==> src/hw/rtl/rcle_pkg.sv <==
`default_nettype none
// ----------------------------------------------------------------------------
// rcle_pkg: shared types and constants for the clip rectangle list enumerator
// Holds the word formats of the channels, the table entry layout, the
// configuration register indexes and the sequencer states.
// ----------------------------------------------------------------------------
package rcle_pkg;

  localparam int MAX_CLIP_RECTS = 32;
  localparam int IDX_W          = $clog2(MAX_CLIP_RECTS);
  localparam int CNT_W          = $clog2(MAX_CLIP_RECTS + 1);
  localparam int COORD_W        = 18;

  localparam logic [CNT_W-1:0] MAX_RECTS_C = CNT_W'(MAX_CLIP_RECTS);

  typedef logic signed [COORD_W-1:0] coord_t;

  typedef enum logic [1:0] {
    CFG_RECT_COUNT = 2'd0,
    CFG_OFFSET_X   = 2'd1,
    CFG_OFFSET_Y   = 2'd2
  } cfg_index_t;

  typedef enum logic {
    MODE_WRITE = 1'b0,
    MODE_CLIP  = 1'b1
  } req_mode_t;

  typedef struct packed {
    logic              mode;
    logic [4:0]        entry_index;
    logic signed [15:0] x_low;
    logic signed [15:0] y_low;
    logic signed [15:0] x_high_or_width;
    logic signed [15:0] y_high_or_height;
  } in_word_t;

  typedef struct packed {
    logic signed [15:0] piece_x_low;
    logic signed [15:0] piece_y_low;
    logic signed [15:0] piece_x_high;
    logic signed [15:0] piece_y_high;
    logic               last_piece;
  } out_word_t;

  typedef struct packed {
    logic signed [15:0] xmin;
    logic signed [15:0] ymin;
    logic signed [15:0] xmax;
    logic signed [15:0] ymax;
  } entry_t;

  localparam int ENTRY_W = $bits(entry_t);

  typedef struct packed {
    logic [CNT_W-1:0]   rect_count;
    logic signed [15:0] offset_x;
    logic signed [15:0] offset_y;
  } cfg_regs_t;

  typedef enum logic [3:0] {
    S_IDLE,
    S_CUR,
    S_FWD,
    S_BACK,
    S_FIND,
    S_ENTRY,
    S_ABSORB,
    S_NEXT,
    S_FLUSH
  } eng_state_t;

  function automatic coord_t ext16(input logic signed [15:0] v);
    return {{(COORD_W-16){v[15]}}, v};
  endfunction

  function automatic coord_t cmax(input coord_t a, input coord_t b);
    return (a > b) ? a : b;
  endfunction

  function automatic coord_t cmin(input coord_t a, input coord_t b);
    return (a < b) ? a : b;
  endfunction

  function automatic out_word_t mk_piece(input coord_t a, input coord_t b,
                                         input coord_t c, input coord_t d);
    out_word_t p;
    p.piece_x_low  = a[15:0];
    p.piece_y_low  = b[15:0];
    p.piece_x_high = c[15:0];
    p.piece_y_high = d[15:0];
    p.last_piece   = 1'b0;
    return p;
  endfunction

endpackage
`default_nettype wire

==> src/hw/rtl/rcle_ram.sv <==
`default_nettype none
// ----------------------------------------------------------------------------
// rcle_ram: generic simple dual-port RAM
// One write port and one read port with registered read data.
// ----------------------------------------------------------------------------
module rcle_ram #(
  parameter int WIDTH = 64,
  parameter int DEPTH = 32
) (
  input  wire logic                     clk,
  input  wire logic                     wr_en,
  input  wire logic [$clog2(DEPTH)-1:0] wr_addr,
  input  wire logic [WIDTH-1:0]         wr_data,
  input  wire logic [$clog2(DEPTH)-1:0] rd_addr,
  output      logic [WIDTH-1:0]         rd_data
);

  logic [WIDTH-1:0] mem [DEPTH];

  always_ff @(posedge clk) begin
    if (wr_en) begin
      mem[wr_addr] <= wr_data;
    end
    rd_data <= mem[rd_addr];
  end

endmodule
`default_nettype wire

==> src/hw/rtl/rcle_cfg.sv <==
`default_nettype none
// ----------------------------------------------------------------------------
// rcle_cfg: configuration registers
// Holds the entry count and the request translation, written over the
// configuration channel.
// ----------------------------------------------------------------------------
module rcle_cfg
  import rcle_pkg::*;
(
  input  wire logic       clk,
  input  wire logic       rst_n,
  input  wire logic       cfg_valid,
  output      logic       cfg_ready,
  input  wire logic [1:0] cfg_index,
  input  wire logic [15:0] cfg_data,
  output      cfg_regs_t  regs
);

  cfg_regs_t regs_r, regs_nxt;

  assign cfg_ready = 1'b1;
  assign regs      = regs_r;

  always_comb begin
    regs_nxt = regs_r;
    if (cfg_valid) begin
      unique case (cfg_index)
        CFG_RECT_COUNT: regs_nxt.rect_count = cfg_data[CNT_W-1:0];
        CFG_OFFSET_X:   regs_nxt.offset_x   = cfg_data;
        CFG_OFFSET_Y:   regs_nxt.offset_y   = cfg_data;
        default:        regs_nxt = regs_r;
      endcase
    end
  end

  always_ff @(posedge clk) begin
    if (!rst_n) begin
      regs_r <= '0;
    end else begin
      regs_r <= regs_nxt;
    end
  end

endmodule
`default_nettype wire

==> src/hw/rtl/rcle_engine.sv <==
`default_nettype none
// ----------------------------------------------------------------------------
// rcle_engine: band search and clipping sequencer
// Walks the clip table one entry per read, finds the first band under the
// request, clips each entry against it and merges abutting full-width
// entries. One piece is held back so the final one can be flagged.
// ----------------------------------------------------------------------------
module rcle_engine
  import rcle_pkg::*;
(
  input  wire logic             clk,
  input  wire logic             rst_n,
  input  wire logic             start,
  output      logic             busy,
  input  wire in_word_t         in_data,
  input  wire cfg_regs_t        cfg,
  output      logic             out_valid,
  output      out_word_t        out_data,
  output      logic             ram_we,
  output      logic [IDX_W-1:0] ram_waddr,
  output      entry_t           ram_wdata,
  output      logic [IDX_W-1:0] ram_raddr,
  input  wire entry_t           ram_rdata
);

  eng_state_t       state_r, state_nxt;
  coord_t           x_r, x_nxt, y_r, y_nxt, xe_r, xe_nxt, ye_r, ye_nxt;
  coord_t           w_r, w_nxt;
  coord_t           cur_ymax_r, cur_ymax_nxt;
  coord_t           yc_r, yc_nxt, yec_r, yec_nxt, band_r, band_nxt;
  coord_t           xc_r, xc_nxt, xec_r, xec_nxt;
  logic [CNT_W-1:0] n_r, n_nxt, i_r, i_nxt;
  logic [IDX_W-1:0] cursor_r, cursor_nxt;
  out_word_t        pend_r, pend_nxt;
  logic             pend_v_r, pend_v_nxt;
  logic             out_v_r, out_v_nxt;
  out_word_t        out_r, out_nxt;

  coord_t           ex0, ey0, ex1, ey1;
  coord_t           req_x, req_y, req_xe, req_ye;
  coord_t           clip_xc, clip_xec;
  logic [CNT_W-1:0] n_eff, cur_sel, i_inc;
  logic             req_ok;

  assign ex0 = ext16(ram_rdata.xmin);
  assign ey0 = ext16(ram_rdata.ymin);
  assign ex1 = ext16(ram_rdata.xmax);
  assign ey1 = ext16(ram_rdata.ymax);

  assign req_x  = ext16(in_data.x_low) + ext16(cfg.offset_x);
  assign req_y  = ext16(in_data.y_low) + ext16(cfg.offset_y);
  assign req_xe = req_x + ext16(in_data.x_high_or_width);
  assign req_ye = req_y + ext16(in_data.y_high_or_height);
  assign req_ok = !in_data.x_high_or_width[15] && (|in_data.x_high_or_width) &&
                  !in_data.y_high_or_height[15] && (|in_data.y_high_or_height);

  assign n_eff   = (cfg.rect_count > MAX_RECTS_C) ? MAX_RECTS_C : cfg.rect_count;
  assign cur_sel = ({1'b0, cursor_r} < n_eff) ? {1'b0, cursor_r}
                                              : n_eff - CNT_W'(1);
  assign i_inc   = i_r + CNT_W'(1);

  assign clip_xc  = cmax(ex0, x_r);
  assign clip_xec = cmin(ex1, xe_r);

  assign busy      = (state_r != S_IDLE);
  assign out_valid = out_v_r;
  assign out_data  = out_r;
  assign ram_we    = start && (state_r == S_IDLE) && (in_data.mode == MODE_WRITE);
  assign ram_waddr = in_data.entry_index[IDX_W-1:0];
  assign ram_wdata = {in_data.x_low, in_data.y_low,
                      in_data.x_high_or_width, in_data.y_high_or_height};

  always_comb begin
    logic      emit_req;
    out_word_t emit_piece;

    state_nxt    = state_r;
    x_nxt        = x_r;
    y_nxt        = y_r;
    xe_nxt       = xe_r;
    ye_nxt       = ye_r;
    w_nxt        = w_r;
    cur_ymax_nxt = cur_ymax_r;
    yc_nxt       = yc_r;
    yec_nxt      = yec_r;
    band_nxt     = band_r;
    xc_nxt       = xc_r;
    xec_nxt      = xec_r;
    n_nxt        = n_r;
    i_nxt        = i_r;
    cursor_nxt   = cursor_r;
    pend_nxt     = pend_r;
    pend_v_nxt   = pend_v_r;
    out_v_nxt    = 1'b0;
    out_nxt      = out_r;
    ram_raddr    = '0;
    emit_req     = 1'b0;
    emit_piece   = pend_r;

    unique case (state_r)
      S_IDLE: begin
        if (start && in_data.mode == MODE_CLIP && req_ok && n_eff != '0) begin
          x_nxt     = req_x;
          y_nxt     = req_y;
          xe_nxt    = req_xe;
          ye_nxt    = req_ye;
          w_nxt     = ext16(in_data.x_high_or_width);
          n_nxt     = n_eff;
          i_nxt     = cur_sel;
          ram_raddr = cur_sel[IDX_W-1:0];
          state_nxt = S_CUR;
        end
      end

      S_CUR: begin
        if (y_r >= ey0 && ye_r <= ey1 && x_r >= ex0 && xe_r <= ex1) begin
          emit_req   = 1'b1;
          emit_piece = mk_piece(x_r, y_r, xe_r, ye_r);
          state_nxt  = S_FLUSH;
        end else begin
          cur_ymax_nxt = ey1;
          if (y_r >= ey1) begin
            i_nxt = i_inc;
            if (i_inc < n_r) begin
              ram_raddr = i_inc[IDX_W-1:0];
              state_nxt = S_FWD;
            end else begin
              state_nxt = S_FIND;
            end
          end else if (i_r != '0) begin
            ram_raddr = IDX_W'(i_r - CNT_W'(1));
            state_nxt = S_BACK;
          end else begin
            ram_raddr = i_r[IDX_W-1:0];
            state_nxt = S_FIND;
          end
        end
      end

      S_FWD: begin
        if (y_r >= ey1) begin
          i_nxt = i_inc;
          if (i_inc < n_r) begin
            ram_raddr = i_inc[IDX_W-1:0];
          end else begin
            state_nxt = S_FIND;
          end
        end else begin
          ram_raddr = i_r[IDX_W-1:0];
          state_nxt = S_FIND;
        end
      end

      S_BACK: begin
        if (y_r < ey1) begin
          i_nxt = i_r - CNT_W'(1);
          if (i_r > CNT_W'(1)) begin
            ram_raddr = IDX_W'(i_r - CNT_W'(2));
          end else begin
            ram_raddr = '0;
            state_nxt = S_FIND;
          end
        end else begin
          ram_raddr = i_r[IDX_W-1:0];
          state_nxt = S_FIND;
        end
      end

      S_FIND: begin
        if (i_r >= n_r || ey0 >= ye_r) begin
          if (n_r > CNT_W'(1)) begin
            if (i_r < n_r) begin
              cursor_nxt = i_r[IDX_W-1:0];
            end else if (y_r >= cur_ymax_r) begin
              cursor_nxt = IDX_W'(n_r - CNT_W'(1));
            end else begin
              cursor_nxt = '0;
            end
          end
          state_nxt = S_IDLE;
        end else begin
          cursor_nxt = i_r[IDX_W-1:0];
          yc_nxt     = cmax(ey0, y_r);
          band_nxt   = ey1;
          yec_nxt    = cmin(ey1, ye_r);
          ram_raddr  = i_r[IDX_W-1:0];
          state_nxt  = S_ENTRY;
        end
      end

      S_ENTRY: begin
        i_nxt = i_inc;
        if (clip_xec > clip_xc && coord_t'(clip_xec - clip_xc) == w_r) begin
          xc_nxt  = clip_xc;
          xec_nxt = clip_xec;
          if (i_inc < n_r) begin
            ram_raddr = i_inc[IDX_W-1:0];
            state_nxt = S_ABSORB;
          end else begin
            emit_req   = 1'b1;
            emit_piece = mk_piece(clip_xc, yc_r, clip_xec, yec_r);
            state_nxt  = S_FLUSH;
          end
        end else begin
          if (clip_xec > clip_xc) begin
            emit_req   = 1'b1;
            emit_piece = mk_piece(clip_xc, yc_r, clip_xec, yec_r);
          end
          if (i_inc < n_r) begin
            ram_raddr = i_inc[IDX_W-1:0];
            state_nxt = S_NEXT;
          end else begin
            state_nxt = S_FLUSH;
          end
        end
      end

      S_ABSORB: begin
        if (ey0 == yec_r && ey1 <= ye_r && ex0 <= x_r && ex1 >= xe_r) begin
          yec_nxt = ey1;
          i_nxt   = i_inc;
          if (i_inc < n_r) begin
            ram_raddr = i_inc[IDX_W-1:0];
          end else begin
            emit_req   = 1'b1;
            emit_piece = mk_piece(xc_r, yc_r, xec_r, ey1);
            state_nxt  = S_FLUSH;
          end
        end else begin
          emit_req   = 1'b1;
          emit_piece = mk_piece(xc_r, yc_r, xec_r, yec_r);
          ram_raddr  = i_r[IDX_W-1:0];
          state_nxt  = S_NEXT;
        end
      end

      S_NEXT: begin
        ram_raddr = i_r[IDX_W-1:0];
        if (ey1 == band_r) begin
          state_nxt = S_ENTRY;
        end else if (ey0 >= ye_r) begin
          state_nxt = S_FLUSH;
        end else begin
          yc_nxt    = ey0;
          band_nxt  = ey1;
          yec_nxt   = cmin(ey1, ye_r);
          state_nxt = S_ENTRY;
        end
      end

      S_FLUSH: begin
        if (pend_v_r) begin
          out_v_nxt          = 1'b1;
          out_nxt            = pend_r;
          out_nxt.last_piece = 1'b1;
        end
        pend_v_nxt = 1'b0;
        state_nxt  = S_IDLE;
      end

      default: state_nxt = S_IDLE;
    endcase

    if (emit_req) begin
      if (pend_v_r) begin
        out_v_nxt = 1'b1;
        out_nxt   = pend_r;
      end
      pend_nxt   = emit_piece;
      pend_v_nxt = 1'b1;
    end
  end

  always_ff @(posedge clk) begin
    if (!rst_n) begin
      state_r  <= S_IDLE;
      cursor_r <= '0;
      pend_v_r <= 1'b0;
      out_v_r  <= 1'b0;
    end else begin
      state_r  <= state_nxt;
      cursor_r <= cursor_nxt;
      pend_v_r <= pend_v_nxt;
      out_v_r  <= out_v_nxt;
    end
  end

  always_ff @(posedge clk) begin
    x_r        <= x_nxt;
    y_r        <= y_nxt;
    xe_r       <= xe_nxt;
    ye_r       <= ye_nxt;
    w_r        <= w_nxt;
    cur_ymax_r <= cur_ymax_nxt;
    yc_r       <= yc_nxt;
    yec_r      <= yec_nxt;
    band_r     <= band_nxt;
    xc_r       <= xc_nxt;
    xec_r      <= xec_nxt;
    n_r        <= n_nxt;
    i_r        <= i_nxt;
    pend_r     <= pend_nxt;
    out_r      <= out_nxt;
  end

endmodule
`default_nettype wire

==> src/hw/rtl/rect_clip_list_enumerate.sv <==
`default_nettype none
// ----------------------------------------------------------------------------
// rect_clip_list_enumerate: banded clip rectangle list enumerator
// Clips request rectangles against a y-banded table of clip rectangles and
// emits the visible pieces in table order.
//
// A command word is taken when start is high and busy is low. Mode 0 writes
// one table entry in that cycle and busy stays low. Mode 1 clips a request:
// busy rises and a sequencer walks the table through one RAM read port with
// registered data, issuing one read per cycle. Busy stays high through the
// band search, the clipping of entries against the bands under the request
// and the merging of abutting full-width entries. A request that lies inside
// the cursor entry comes out whole as one piece, with no search.
// An empty request or empty table finishes at once.
// Each piece appears on out_data for one cycle with out_valid high; the last
// piece of a request has last_piece set and comes in the same cycle that busy
// falls. The receiver cannot hold results off. Configuration words are taken
// on the cfg channel at any time but are meant to be written only while busy
// is low. Reset clears the count, the offsets and the search cursor; table
// contents are undefined until written.
// ----------------------------------------------------------------------------
module rect_clip_list_enumerate
  import rcle_pkg::*;
(
  input  wire logic       clk,
  input  wire logic       rst_n,
  input  wire logic       start,
  output      logic       busy,
  input  wire in_word_t   in_data,
  output      logic       out_valid,
  output      out_word_t  out_data,
  input  wire logic       cfg_valid,
  output      logic       cfg_ready,
  input  wire logic [1:0] cfg_index,
  input  wire logic [15:0] cfg_data
);

  cfg_regs_t        cfg;
  logic             ram_we;
  logic [IDX_W-1:0] ram_waddr, ram_raddr;
  entry_t           ram_wdata, ram_rdata;

  rcle_cfg u_cfg (
    .clk       (clk),
    .rst_n     (rst_n),
    .cfg_valid (cfg_valid),
    .cfg_ready (cfg_ready),
    .cfg_index (cfg_index),
    .cfg_data  (cfg_data),
    .regs      (cfg)
  );

  rcle_ram #(
    .WIDTH (ENTRY_W),
    .DEPTH (MAX_CLIP_RECTS)
  ) u_table (
    .clk     (clk),
    .wr_en   (ram_we),
    .wr_addr (ram_waddr),
    .wr_data (ram_wdata),
    .rd_addr (ram_raddr),
    .rd_data (ram_rdata)
  );

  rcle_engine u_engine (
    .clk       (clk),
    .rst_n     (rst_n),
    .start     (start),
    .busy      (busy),
    .in_data   (in_data),
    .cfg       (cfg),
    .out_valid (out_valid),
    .out_data  (out_data),
    .ram_we    (ram_we),
    .ram_waddr (ram_waddr),
    .ram_wdata (ram_wdata),
    .ram_raddr (ram_raddr),
    .ram_rdata (ram_rdata)
  );

endmodule
`default_nettype wire

==> config.mk <==
export PLATFORM = sky130hd
export DESIGN_NAME = rect_clip_list_enumerate
export DESIGN_NICKNAME = d
export VERILOG_FILES = /design/src/hw/rtl/rcle_pkg.sv /design/src/hw/rtl/rcle_ram.sv /design/src/hw/rtl/rcle_cfg.sv /design/src/hw/rtl/rcle_engine.sv /design/src/hw/rtl/rect_clip_list_enumerate.sv
export SDC_FILE = /design/constraint.sdc
export NUM_CORES = 2
export LEC_CHECK = 0
export BUFFER_PORTS_ARGS = -buffer_cell sky130_fd_sc_hd__buf_4
export CORE_UTILIZATION = 60
export CTS_CLUSTER_SIZE = 28
export DETAILED_ROUTE_END_ITERATION = 16
export PLACE_DENSITY = 0.76
export SLEW_MARGIN = 20
export SYNTH_ARGS = -nofsm -noshare
export SYNTH_HDL_FRONTEND = slang
export SYNTH_SLANG_ARGS = --single-unit
==> constraint.sdc <==
create_clock -name clk -period 11 [get_ports clk]
set_clock_uncertainty 0.2 [all_clocks]
set_input_delay 1.1 -clock clk [delete_from_list [all_inputs] [get_ports clk]]
set_output_delay 1.1 -clock clk [all_outputs]
set_load 0.01 [all_outputs]
==> impl_metrics.yaml <==
floorplanning:
  core_region_area_mm2: 0.1738
  fp.dieH_um: 420.5
  die_w_um: 420.5
  ios: 160
  initial_core_util_pct: 60.44
  die_area_mm2: 0.1768
  num_rows: 153
finish:
  nNetsFinal: 8534
  fin_cells: 10739
  fin_util_pct: 66.79
  drive_gt1_share_pct: 8.724
  fin_area_mm2: 0.1161
  fillers: 12125
  area_growth_pct: 10.50
synth:
  ys_ff_latch: 2486
  ys_top_cells_by_count: "edfxtp_1 (2373), nand2_1 (1801), nand3_1 (493), a21oi_1 (358), and3_1 (328)"
  syn-instance-count: 8150
  synth_adder_area_share_pct: 2.870
  syn_nets: 8480
  netlist_area_mm2: 0.1051
  ys_types: 86
  ys_seq_area_share_pct: 69.98
  synth_top_family_by_area: "simple AND/OR/NAND/NOR gates"
  synthSimpleGateAreaFrac_pct: 12.86
  synthFlopType: "edfxtp_1"
  synth-edff-count: 2373
  yosysMostFrequentCell: "edfxtp_1"
  synth_top_area_cell: "edfxtp_1"
  synth-compound-area-share_pct: 8.948
  synth_xor_area_share_pct: 1.017
  async_flop_share_pct: 0
  syn_area_per_cell_um2: 12.89
  synth.area.top_cells: "edfxtp_1 (68%), nand2_1 (6.4%), ha_1 (2.8%), nand3_1 (2.3%), dfxtp_1 (2.2%)"
  yosysTopAreaCellShare_pct: 67.83
  yosysWarnings: 0
  synthMuxAreaShare_pct: 1.586
global_routing:
  globalRouteMet2Util_pct: 52.28
  met3_usage_pct: 8.857
  busiest_layer: "met2"
  grt_use_met1_pct: 48.51
  track_usage_pct: 35.26
  grt_max_degree: 167
  grt_pass1_wl_um: 449500
  overflow: 0
  grt_pass1_vias: 67262
  antenna_found_initial: 48
power:
  p_sw_share_pct: 37.70
  power.switching_mw: 10.93
  p_per_area_mw_per_mm2: 249.7
  pwr-share-clk_pct: 26.7
  p_int_mw: 18.06
  seqPwrFrac_pct: 38.2
  p_leak_nw: 40.98
  power_mw: 28.98
  peakVddDrop_mv: 0.1927
  comb_power_share_pct: 35.1
clocking:
  cts_setup_buffers: 0
  cts.htree.levels: 4
  root_buffer: "clkbuf_16"
  tritoncts: "yes"
  hold_buffers: 0
  clkTransAtPathRegs_ns: 0.06
  insertion_delay_ns: 0.90
  post_cts_resized: 0
  clock-sinks: 2486
  cts_buffers: 233
  cts_max_path_buffers: 3
worst_setup_path:
  critPathKind: "reg2reg"
  r2r_slack_ns: 2.31
  required_ns: 11.38
  r2r_start: "u_engine.xe_r[5]"
  startpoint_type: "flop"
  cp.arrival_ns: 9.07
  r2r_cells: 24
  endpoint_kind: "flop"
  path_max_fanout: 69
  timing.critical_path.from: "u_engine.xe_r[5]"
routing:
  wl_per_cell_um: 29.36
  first_pass_iters: 9
  num_vias: 71421
  vias_per_cell: 6.651
  ant_nets: 0
  remaining_drc_errors: 0
  drtIter0Drc: 11292
  drt-total-wl_um: 315300
timing:
  slew_violations: 0
  hold_viol: 0
  fmax_mhz: 115.1
  rsz0062_at_grt: "false"
  maxSlewHeadroom_pct: 9.400
  period_share_pct: 78.96
  fin_setup_tns_ns: 0
  finalWorstPathRequiredPeriod_ns: 8.686
  holdWs_ns: 0.2632
  setup_viol: 0
  fin_ws_ns: 2.314
  worst_pin_slew_ns: 1.348
placed_design:
  place_congestion: 0.9909
  placed_cell_area_mm2: 0.1088
  port_buffers: 158
  hpwl_um: 183800
  pre_cts_ws_ns: 2.371
  dp.cells: 10293
run_status:
  status: "finished clean"
flow_run:
  cap_violations: 0
min_path:
  min_path_type: "reg2reg"
kinds of logic after synthesis:
group                      count (synthesis)
adders and majority gates                238
xor gates and xnor gates                 122
other                                      1
buffers and inverters                    701
AOI/OAI and AO/OA                       1432
muxes                                    164
DFF                                     2486
and+or+nand+nor                         3006
cells in the final DEF (no fill, tap or decap), types with 23 or more instances in the layout:
cell type and count:
diode_2 23, nor2_1 87, and4_1 25, clkinv_2 30
o21bai_1 38, xor2_1 46, a211oi_1 229, ha_1 233
dfxtp_1 112, o22ai_1 79, nor4_1 50, clkbuf_16 236
clkbuf_1 65, o211ai_1 36, nand4_1 33, a21o_1 37
a311oi_1 23, a31oi_1 195, inv_1 205, edfxtp_1 2373
nor3_1 45, o2111ai_1 26, and3_1 327, a21oi_1 358
nor2_4 34, nand2_1 1796, mux2i_1 144, xnor2_1 76
o21ai_0 194, clkinv_1 56, buf_4 298, nand3_1 492
worst min-delay path by stage:
| stage | startpoint | to | slack (ns) | depth (start not counted) |
|---|---|---|---|---|
| after global routing | u_cfg.regs[9] | u_cfg.regs[9] | 0.28 | 2 |
| after global placement | u_cfg.regs[11] | u_cfg.regs[11] | 0.25 | 2 |
| after CTS | rst_n | u_engine.state_r[3] | 0.26 | 2 |
| after detailed placement | u_cfg.regs[11] | u_cfg.regs[11] | 0.25 | 2 |
| after floorplan | u_cfg.regs[0] | u_cfg.regs[0] | 0.24 | 2 |
| final | u_cfg.regs[9] | u_cfg.regs[9] | 0.26 | 2 |
worst max-delay path, stage by stage (launching register included):
cell      delay [ns]
edfxtp_1        0.37
inv_1           0.10
ha_1            0.26
a21oi_1         0.14
o21ai_0         0.12
o21bai_1        0.26
a221o_1         0.38
nand2_1         0.69
o21ai_0         0.41
ha_1            0.40
nor2b_1         0.13
o21ai_0         0.22
a21boi_0        0.12
o21ai_0         0.27
a21boi_0        0.14
o21ai_0         0.58
and2_1          0.27
o21a_1          0.14
mux2_2          0.35
or4_1           0.53
or3_1           0.38
o21ai_4         0.14
buf_4           0.58
nand2_2         0.64
buf_4           0.48
power groups by stage:
stage | combinational (mW) | clock [mW] | sequential [mW]
5_1_grt | 10.8 | 8.12 | 11.1
2_1_floorplan | 6.21 | 0 | 11.1
3_3_place_gp | 9.71 | 0 | 11.3
4_1_cts | 9.90 | 7.76 | 11.1
3_5_place_dp | 9.83 | 0 | 11.3
6_report | 10.2 | 7.73 | 11.1
cell type report:
cell class / count / area [um2] / area share [%]
sequential: 2486 / 73520 / 63.33
multi-input combinational: 4963 / 29070 / 25.04
clock buffer: 307 / 6232 / 5.368
tap: 2325 / 2909 / 2.506
timing repair buffer: 313 / 2537 / 2.186
clock inverter: 115 / 980.9 / 0.8450
inverter: 207 / 778.2 / 0.6704
antenna: 23 / 57.56 / 0.04958
per-layer routing:
layer / wire length [um] / vias up
li1: - / 30549
met1: 116200 / 34930
met2: 139200 / 4958
met5: 304 / -
met4: 17070 / 38
met3: 42460 / 946
sequential cells by signal (all words and copies together), names as in the netlist, 16 cells and up, named ones only:
name and flops:
u_cfg.regs 38, u_engine.band_r 16, u_engine.cur_ymax_r 16, u_engine.pend_r 64
u_engine.w_r 16, u_engine.x_r 17, u_engine.xc_r 16, u_engine.xe_r 18
u_engine.xec_r 16, u_engine.y_r 17, u_engine.yc_r 16, u_engine.ye_r 18
u_engine.yec_r 18, u_table.mem 2048, u_table.rd_data 64
(Power assumes the default switching activity.)
